### src/design/cda_pkg.sv
// ============================================================================
// cda_pkg
// Shared types, constants and the microcode program of the calendar date
// advance block.
// ============================================================================
`timescale 1ns / 1ps
`default_nettype none

package cda_pkg;

    // date fields and the running day count
    typedef logic [4:0]  day_t;
    typedef logic [3:0]  month_t;
    typedef logic [15:0] year_t;
    typedef logic [15:0] days_t;
    // year modulo 400, for the century leap rule
    typedef logic [8:0]  ymod_t;

    // microcode step address
    typedef logic [1:0]  step_t;

    // datapath operation of one control word
    typedef enum logic [1:0] {
        UOP_NOP,
        UOP_LOAD,
        UOP_WALK,
        UOP_EMIT
    } uop_t;

    // jump condition of one control word
    typedef enum logic [1:0] {
        COND_ALWAYS,
        COND_IN_WAIT,
        COND_WALK_MORE,
        COND_OUT_BUSY
    } cond_t;

    // control word: jump to target when cond holds, else fall through
    typedef struct packed {
        uop_t  op;
        cond_t cond;
        step_t target;
    } ucode_word_t;

    // status flags from datapath to sequencer
    typedef struct packed {
        logic in_wait;
        logic walk_more;
        logic out_busy;
    } dp_status_t;

    // program step addresses
    localparam step_t STEP_LOAD = 2'd0;
    localparam step_t STEP_WALK = 2'd1;
    localparam step_t STEP_EMIT = 2'd2;
    localparam step_t STEP_WRAP = 2'd3;

    localparam month_t MONTHS_PER_YEAR = 4'd12;
    localparam month_t MONTH_FEB       = 4'd2;

    // date after reset: 2 May 1980
    localparam day_t   RESET_DAY   = 5'd2;
    localparam month_t RESET_MONTH = 4'd5;
    localparam year_t  RESET_YEAR  = 16'd1980;
    localparam ymod_t  RESET_YMOD  = 9'd380;

    localparam ymod_t  YMOD_LAST   = 9'd399;
    localparam ymod_t  YMOD_C1     = 9'd100;
    localparam ymod_t  YMOD_C2     = 9'd200;
    localparam ymod_t  YMOD_C3     = 9'd300;

    // control store
    function automatic ucode_word_t ucode_fetch(input step_t step);
        ucode_word_t w;
        begin
            case (step)
                STEP_LOAD: w = '{op: UOP_LOAD, cond: COND_IN_WAIT,   target: STEP_LOAD};
                STEP_WALK: w = '{op: UOP_WALK, cond: COND_WALK_MORE, target: STEP_WALK};
                STEP_EMIT: w = '{op: UOP_EMIT, cond: COND_OUT_BUSY,  target: STEP_EMIT};
                STEP_WRAP: w = '{op: UOP_NOP,  cond: COND_ALWAYS,    target: STEP_LOAD};
                default:   w = '{op: UOP_NOP,  cond: COND_ALWAYS,    target: STEP_LOAD};
            endcase
            return w;
        end
    endfunction

    // month length; a month code outside 1..12 counts as 31 days
    function automatic day_t month_days(input month_t month, input logic leap);
        day_t d;
        begin
            case (month)
                4'd2:    d = leap ? 5'd29 : 5'd28;
                4'd4:    d = 5'd30;
                4'd6:    d = 5'd30;
                4'd9:    d = 5'd30;
                4'd11:   d = 5'd30;
                default: d = 5'd31;
            endcase
            return d;
        end
    endfunction

endpackage

`default_nettype wire

### src/design/cda_seq.sv
// ============================================================================
// cda_seq
// Microcode sequencer: step counter, control store fetch and conditional
// jump on datapath status.
// ============================================================================
`timescale 1ns / 1ps
`default_nettype none

module cda_seq (
    input  wire logic                 clk,
    input  wire logic                 rst_n,
    input  wire cda_pkg::dp_status_t  status,
    output cda_pkg::ucode_word_t      uword
);
    import cda_pkg::*;

    step_t step_reg;
    step_t step_next;
    logic  take_jump;

    // fetch current control word
    assign uword = ucode_fetch(step_reg);

    // jump condition select and next step
    always_comb
    begin
        case (uword.cond)
            COND_ALWAYS:    take_jump = 1'b1;
            COND_IN_WAIT:   take_jump = status.in_wait;
            COND_WALK_MORE: take_jump = status.walk_more;
            COND_OUT_BUSY:  take_jump = status.out_busy;
            default:        take_jump = 1'b1;
        endcase
        step_next = take_jump ? uword.target : step_t'(step_reg + 2'd1);
    end

    // step counter
    always_ff @(posedge clk or negedge rst_n)
    begin
        if (!rst_n)
        begin
            step_reg <= STEP_LOAD;
        end
        else
        begin
            step_reg <= step_next;
        end
    end

endmodule

`default_nettype wire

### src/design/cda_dp.sv
// ============================================================================
// cda_dp
// Date datapath: stored date, remaining day count, one month roll per walk
// step, and the result register.
// ============================================================================
`timescale 1ns / 1ps
`default_nettype none

module cda_dp (
    input  wire logic                  clk,
    input  wire logic                  rst_n,
    input  wire cda_pkg::ucode_word_t  uword,
    output cda_pkg::dp_status_t        status,
    input  wire logic                  in_valid,
    output logic                       in_ready,
    input  wire logic [15:0]           days_to_advance,
    output logic                       out_valid,
    input  wire logic                  out_ready,
    output logic [4:0]                 day_out,
    output logic [3:0]                 month_out,
    output logic [15:0]                year_out
);
    import cda_pkg::*;

    day_t   day_reg,   day_next;
    month_t month_reg, month_next;
    year_t  year_reg,  year_next;
    ymod_t  ymod_reg,  ymod_next;
    days_t  left_reg,  left_next;
    logic   out_valid_reg, out_valid_next;
    day_t   day_out_reg;
    month_t month_out_reg;
    year_t  year_out_reg;

    logic        leap;
    day_t        dim;
    logic [16:0] day_sum;
    logic        fits;
    day_t        to_next;
    days_t       left_rem;
    logic        year_end;
    logic        out_busy;
    logic        emit_go;

    // month length for the stored date
    assign leap = (year_reg[1:0] == 2'b00) && (ymod_reg != YMOD_C1)
                  && (ymod_reg != YMOD_C2) && (ymod_reg != YMOD_C3);
    assign dim  = month_days(month_reg, leap);

    // fit test and days to the first of the next month
    assign day_sum  = {12'd0, day_reg} + {1'b0, left_reg};
    assign fits     = (day_sum <= {12'd0, dim});
    assign to_next  = (day_reg <= dim) ? day_t'(dim - day_reg + 5'd1) : 5'd1;
    assign left_rem = ({11'd0, to_next} < left_reg) ? days_t'(left_reg - {11'd0, to_next})
                                                    : 16'd0;
    assign year_end = !((month_reg >= 4'd1) && (month_reg < MONTHS_PER_YEAR));

    // handshake and status to the sequencer
    assign out_busy         = out_valid_reg && !out_ready;
    assign emit_go          = (uword.op == UOP_EMIT) && !out_busy;
    assign in_ready         = (uword.op == UOP_LOAD);
    assign status.in_wait   = !in_valid;
    assign status.walk_more = !fits && (left_rem != 16'd0);
    assign status.out_busy  = out_busy;

    assign out_valid = out_valid_reg;
    assign day_out   = day_out_reg;
    assign month_out = month_out_reg;
    assign year_out  = year_out_reg;

    // next date, remaining count and result flag
    always_comb
    begin
        day_next       = day_reg;
        month_next     = month_reg;
        year_next      = year_reg;
        ymod_next      = ymod_reg;
        left_next      = left_reg;
        out_valid_next = out_valid_reg;
        if (out_ready)
        begin
            out_valid_next = 1'b0;
        end
        case (uword.op)
            UOP_LOAD:
            begin
                left_next = days_to_advance;
            end
            UOP_WALK:
            begin
                if (fits)
                begin
                    day_next  = day_t'(day_sum);
                    left_next = 16'd0;
                end
                else
                begin
                    left_next = left_rem;
                    day_next  = 5'd1;
                    if (!year_end)
                    begin
                        month_next = month_t'(month_reg + 4'd1);
                    end
                    else
                    begin
                        month_next = 4'd1;
                        year_next  = year_t'(year_reg + 16'd1);
                        if (year_reg == 16'hFFFF)
                        begin
                            ymod_next = 9'd0;
                        end
                        else if (ymod_reg == YMOD_LAST)
                        begin
                            ymod_next = 9'd0;
                        end
                        else
                        begin
                            ymod_next = ymod_t'(ymod_reg + 9'd1);
                        end
                    end
                end
            end
            UOP_EMIT:
            begin
                if (emit_go)
                begin
                    out_valid_next = 1'b1;
                end
            end
            default:
            begin
            end
        endcase
    end

    // date state and result flag
    always_ff @(posedge clk or negedge rst_n)
    begin
        if (!rst_n)
        begin
            day_reg       <= RESET_DAY;
            month_reg     <= RESET_MONTH;
            year_reg      <= RESET_YEAR;
            ymod_reg      <= RESET_YMOD;
            left_reg      <= 16'd0;
            out_valid_reg <= 1'b0;
        end
        else
        begin
            day_reg       <= day_next;
            month_reg     <= month_next;
            year_reg      <= year_next;
            ymod_reg      <= ymod_next;
            left_reg      <= left_next;
            out_valid_reg <= out_valid_next;
        end
    end

    // result beat payload
    always_ff @(posedge clk)
    begin
        if (emit_go)
        begin
            day_out_reg   <= day_reg;
            month_out_reg <= month_reg;
            year_out_reg  <= year_reg;
        end
    end

endmodule

`default_nettype wire

### src/design/calendar_date_advance_top.sv
// ============================================================================
// calendar_date_advance_top
// Advances a stored calendar date by a day count per input beat.
// ============================================================================
// path: an accepted input beat runs walk steps, one per month touched
//   (at least 1), then the emit step registers the result beat
// flow: one item at a time; the next input beat is taken after the emit
//   and wrap steps, and later while the previous result beat is still held
// reset: date returns to 2 May 1980, no result pending
`timescale 1ns / 1ps
`default_nettype none

module calendar_date_advance_top (
    input  wire logic        clk,
    input  wire logic        rst_n,
    input  wire logic        in_valid,
    output logic             in_ready,
    input  wire logic [15:0] days_to_advance,
    output logic             out_valid,
    input  wire logic        out_ready,
    output logic [4:0]       day_out,
    output logic [3:0]       month_out,
    output logic [15:0]      year_out
);
    import cda_pkg::*;

    ucode_word_t uword;
    dp_status_t  status;

    // microcode sequencer
    cda_seq u_seq (
        .clk    (clk),
        .rst_n  (rst_n),
        .status (status),
        .uword  (uword)
    );

    // date datapath
    cda_dp u_dp (
        .clk             (clk),
        .rst_n           (rst_n),
        .uword           (uword),
        .status          (status),
        .in_valid        (in_valid),
        .in_ready        (in_ready),
        .days_to_advance (days_to_advance),
        .out_valid       (out_valid),
        .out_ready       (out_ready),
        .day_out         (day_out),
        .month_out       (month_out),
        .year_out        (year_out)
    );

    // one item in flight: no new beat right after an accepted one
    assert property (@(posedge clk) disable iff (!rst_n)
        (in_valid && in_ready) |=> !in_ready)
    else $error("input accepted on consecutive cycles");

    // result month always in range
    assert property (@(posedge clk) disable iff (!rst_n)
        out_valid |-> (month_out >= 4'd1 && month_out <= MONTHS_PER_YEAR))
    else $error("result month out of range");

    // result day never zero
    assert property (@(posedge clk) disable iff (!rst_n)
        out_valid |-> (day_out != 5'd0))
    else $error("result day is zero");

endmodule

`default_nettype wire
### config.mk
export PLATFORM = sky130hd
export DESIGN_NAME = calendar_date_advance_top
export DESIGN_NICKNAME = d
export VERILOG_FILES = /design/src/design/cda_pkg.sv /design/src/design/cda_seq.sv /design/src/design/cda_dp.sv /design/src/design/calendar_date_advance_top.sv
export SDC_FILE = /design/constraint.sdc
export NUM_CORES = 1
export LEC_CHECK = 0
export CORE_MARGIN = 10
export CORE_UTILIZATION = 40
export CTS_CLUSTER_SIZE = 20
export DETAILED_ROUTE_END_ITERATION = 16
export DONT_BUFFER_PORTS = 1
export PLACE_DENSITY = 0.5
export SLEW_MARGIN = 20
export SYNTH_ARGS = -nofsm -noshare
export SYNTH_HDL_FRONTEND = slang
export SYNTH_HIERARCHICAL = 1
export SYNTH_SLANG_ARGS = --single-unit
### constraint.sdc
create_clock -name clk -period 7.3 [get_ports clk]
set_input_delay 0.73 -clock clk [delete_from_list [all_inputs] [get_ports clk]]
set_output_delay 0.73 -clock clk [all_outputs]
set_load 0.005 [all_outputs]
==> results.txt <==
* Area occupied by registers: between 0.002 and 0.0025 mm²
- Clock period minus final worst setup slack: a little over 5000 ps
- Port buffering added 0 buffers.
- Vias in the first global route: just under 4000
* Fraction of final layout cells sized beyond drive strength 1: about a tenth
- In this run the count of I/O pins placed on the die edge is 47.
* Overflow left after global routing: 0
- Walking the worst path, the cells encountered are nor3b_1 > nor2_1 > o2bb2ai_1 > nand2_1 > o21ai_0 > a221o_1 > nand2_1 > ha_1 > ha_1 > inv_1 > fa_1 > nand2b_1 > ha_1 > o21ai_0 > a21oi_1 > or3b_2 > nor2_1 > mux2i_1 > a31oi_1 > a21oi_1 > nand2_2 > mux2_4.
- At the worst endpoint, the arrival time is between 5000 and 6000 ps.
- Number of different library cells in the post-synthesis netlist: 73
* Die extent in x: between 100 and 150 µm
- The most numerous cell type found on the critical path is sky130_fd_sc_hd__ha_1.
- The largest individual stage delay along the critical path comes from the cell sky130_fd_sc_hd__dfstp_2.
* Slew margin rel.: between 30% and 40%
* Async set or reset register ratio after synthesis: between 60% and 70%
* Routed via count: roughly 4000
- Max incr delay on CP: between 500 and 600 ps
- TritonCTS Sinks: 78
- The Yosys step of the flow raised 6 warnings.
* Total of flip-flops plus latches after synthesis: 78
- Most common cell after layout, fill and taps aside: sky130_fd_sc_hd__nand2_1
- Sum of buffers and inverters on the critical path: 1
* Post-cts repair resize count: 0
* Crit share post-route: just over 70%
- Clock skew after layout: just under 9 ps
- The HPWL after detailed placement is ~8.6 mm.
- Sort of element at the end of the critical path: register
- DR WL/cell: between 15 and 20 µm
- Detailed Route Iter0 Violations: approximately 270
- The cell sitting at the root of the clock tree is a sky130_fd_sc_hd__clkbuf_16.
- At the pin with the least slew margin, the transition time is between 1000 and 1500 ps.
- Summing every instance area after synthesis gives roughly 0.0052 mm².
- Setup repair after global routing missed its margin: false
- Pin count of the biggest net entering global routing: between 50 and 60
- Along the worst path, the maximum fanout reaches 7.
- Count of flip-flops with a built-in enable after synthesis: 25
* Critical setup path kind: reg -> reg
- In this run the cell area measured after placement is approximately 0.0052 mm².
* Max frequency: 194 MHz
* Drt via density: approximately 5.7
- Antenna violations before repair: 1
- Mapped Cells: roughly 540
* GP Congestion: roughly 0.86
- Sequential elements use between 40% and 50% of the synthesized area.
* GRT Total Usage: 13.9%
- Setup fix buffers added after clock tree synthesis: 0
* Residual DRC: 0
- Global-route wire length before repair: 20.4 mm
* Peak ir drop on the vdd network: approximately 0.23 mV
* Routed Antenna Nets: 0
* Area growth from synthesis to layout: 7.35%
* Number of nets in the layout: 578
* Hold buffer count at CTS: 0
* Effective utilization at floorplan: between 40% and 50%
* Clock buffer depth: 2
* Beginning of the worst register-to-register path: u_dp/ymod_reg[5]$_DFFE_PN1P_
- The number of slew-limit violations in the final report came to 0.
- The worst hold path belongs to the class in -> async.
* Total wire length after detailed routing: around 12 mm
* Placement Rows: 41
* Clock latency at the later pin of the worst-skew pair: 350 ps
- Mapped Avg Cell Area: just under 10 µm²
* Setup-violating endpoint count in the final report: 0
- After routing, the total negative slack on setup checks comes to 0 ps.
- Number of fill cells in the layout: approximately 1200
- Clock transition at the registers of the reported paths: 60 ps
* Number of levels the H-tree was split into: 3
- The floorplan step defined a core boundary enclosing around 0.013 mm².
* Synthesized netlist net count: ~600
- Flip-flop cell with the highest count after synthesis: sky130_fd_sc_hd__dfrtp_1
- The flow ran to the end, and the final reports show no timing, DRC or antenna violations.
* Startpoint kind of the worst setup timing path: register
* Vertical die dimension: about 130 µm
* Crit path max-delay family: simple AND/OR/NAND/NOR gates
- TritonCTS built the clock tree.
- The pre-antenna-repair detailed-routing pass consisted of 4 iterations.
- Required time at the endpoint of the critical path: roughly 7500 ps
- Clock tree synthesis inserted a total of 9 buffers.
* Total non-filler cell area in the finished layout: between 0.005 and 0.006 mm²
* Footprint of the multi-input gates: 0.00276 mm²
- The final-report hold violation count is 0.
- Total power per unit cell area: about 450 mW/mm²
* Lkg Pwr: ~2.3 nW
- Crit path launch: u_dp/ymod_reg[5]$_DFFE_PN1P_
- Max-cap violation count: 0
- In the layout the commonest cells are sky130_fd_sc_hd__nand2_1 (45), sky130_fd_sc_hd__ha_1 (41), sky130_fd_sc_hd__inv_1 (36), sky130_fd_sc_hd__dfrtp_1 (36), sky130_fd_sc_hd__nor2_1 (29).
- The die covers ~0.018 mm².
## routing by layer
layer / global-route usage (%) / share of wire [%] / vias up
li1: - / - / 1914
met1: 16.9 / 45 / 1966
met2: 23.0 / 48 / 76
met3: 4.14 / 5.9 / 17
met4: 4.72 / 1.3 / 0
met5: 0 / 0 / -
## cells in the mapped netlist (3+ instances only)
library cell	number	area share [%]
sky130_fd_sc_hd__nand2_1	45	3.3
sky130_fd_sc_hd__ha_1	41	9.9
sky130_fd_sc_hd__dfrtp_1	36	17
sky130_fd_sc_hd__inv_1	36	2.6
sky130_fd_sc_hd__nor2_1	29	2.1
sky130_fd_sc_hd__o21ai_0	28	2.7
sky130_fd_sc_hd__edfxtp_1	25	14
sky130_fd_sc_hd__nand3_1	23	2.2
sky130_fd_sc_hd__clkbuf_1	18	1.3
sky130_fd_sc_hd__a21oi_1	17	1.6
sky130_fd_sc_hd__dfstp_2	17	8.6
sky130_fd_sc_hd__xor2_1	17	2.9
sky130_fd_sc_hd__o31ai_1	14	2.0
sky130_fd_sc_hd__nor3_1	11	1.1
sky130_fd_sc_hd__nor3b_1	10	1.4
sky130_fd_sc_hd__nor2b_1	9	1.1
sky130_fd_sc_hd__nor4_1	9	1.1
sky130_fd_sc_hd__a21o_1	7	1.0
sky130_fd_sc_hd__buf_2	7	0.68
sky130_fd_sc_hd__nand2b_1	7	0.85
sky130_fd_sc_hd__a221o_1	6	1.2
sky130_fd_sc_hd__buf_4	6	0.87
sky130_fd_sc_hd__nand4_1	6	0.73
sky130_fd_sc_hd__and3_1	5	0.60
sky130_fd_sc_hd__nand3b_1	5	0.73
sky130_fd_sc_hd__o2111ai_1	5	0.85
sky130_fd_sc_hd__o22ai_1	5	0.60
sky130_fd_sc_hd__or3_1	5	0.60
sky130_fd_sc_hd__xnor2_1	5	0.85
sky130_fd_sc_hd__a31oi_1	4	0.48
sky130_fd_sc_hd__o211ai_1	4	0.58
sky130_fd_sc_hd__a211o_1	3	0.51
sky130_fd_sc_hd__a21boi_0	3	0.43
sky130_fd_sc_hd__a41o_1	3	0.58
sky130_fd_sc_hd__buf_6	3	0.65
sky130_fd_sc_hd__fa_1	3	1.2
sky130_fd_sc_hd__mux2i_1	3	0.58
sky130_fd_sc_hd__nand4b_1	3	0.51
sky130_fd_sc_hd__nor4b_1	3	0.51
sky130_fd_sc_hd__or2_2	3	0.36
sky130_fd_sc_hd__or4_1	3	0.43
## cell families after synthesis
| kind of cell | Yosys count | share of synthesized area (%) |
|---|---|---|
| mux | 7 | 1.59 |
| buf+inv | 70 | 6.11 |
| fa+ha+maj | 44 | 11.1 |
| flops | 78 | 40.5 |
| compound gates | 127 | 17.6 |
| simple gates | 187 | 19.4 |
| xor+xnor | 22 | 3.72 |
## power breakdown
part           switching, mW  total (mW)  internal [mW]
Sequential             0.193       0.839          0.646
Combinational          0.699        1.17          0.475
Clock                  0.192       0.495          0.304
Total                   1.08        2.51           1.42
## path summary, 6_finish.rpt
check	endpoint	slack (ps)	cells past startpoint
setup reg to reg	u_seq/step_reg[0]$_DFF_PN0_	2150	22
hold reg to reg	u_dp/year_reg[15]$_DFFE_PN0P_	500	1
min in group clk	u_dp/year_reg[15]$_DFFE_PN0P_	500	1
hold / removal	u_dp/left_reg[12]$_DFFE_PN0P_	80	0
max in group asynchronous	u_dp/ymod_reg[6]$_DFFE_PN1P_	7010	0
setup / recovery	u_seq/step_reg[0]$_DFF_PN0_	2150	22
## layout make-up
| cell class | instances | area share, % |
|---|---|---|
| inverter | 36 | 2.43 |
| clock buffer | 9 | 4.05 |
| clock inverter | 7 | 1.85 |
| multi-input combinational | 387 | 49.7 |
| timing repair buffer | 2 | 0.270 |
| tap | 172 | 3.87 |
| sequential | 78 | 37.8 |
| antenna | 1 | 0.0450 |
## metrics by stage
| step | utilization (%) | std cells | total power, mW | setup WS (ps) | hold slack, ps |
|---|---|---|---|---|---|
| final | 43.9 | 692 | 2.51 | 2150 | 81.6 |
| after global routing | 43.9 | 692 | 2.73 | 1710 | 65.9 |
| after CTS | 43.8 | 691 | 2.54 | 2100 | 66.4 |
| after detailed placement | 41.2 | 675 | 2.03 | 2150 | 439 |
| after global placement | 41.2 | 675 | 2.03 | 2240 | 438 |
| after floorplan | - | 535 | 1.76 | 2830 | 423 |
## worst reg2reg max path, cell delays in order (launching register included)
cell and delay, ps:
sky130_fd_sc_hd__dfstp_2 580, sky130_fd_sc_hd__nor3b_1 320, sky130_fd_sc_hd__nor2_1 70, sky130_fd_sc_hd__o2bb2ai_1 140, sky130_fd_sc_hd__nand2_1 60, sky130_fd_sc_hd__o21ai_0 240, sky130_fd_sc_hd__a221o_1 190, sky130_fd_sc_hd__nand2_1 70
sky130_fd_sc_hd__ha_1 210, sky130_fd_sc_hd__ha_1 200, sky130_fd_sc_hd__inv_1 70, sky130_fd_sc_hd__fa_1 400, sky130_fd_sc_hd__nand2b_1 150, sky130_fd_sc_hd__ha_1 330, sky130_fd_sc_hd__o21ai_0 130, sky130_fd_sc_hd__a21oi_1 190
sky130_fd_sc_hd__or3b_2 540, sky130_fd_sc_hd__nor2_1 160, sky130_fd_sc_hd__mux2i_1 260, sky130_fd_sc_hd__a31oi_1 130, sky130_fd_sc_hd__a21oi_1 190, sky130_fd_sc_hd__nand2_2 100, sky130_fd_sc_hd__mux2_4 300
Note: power is estimated with default switching activity, not from simulation.
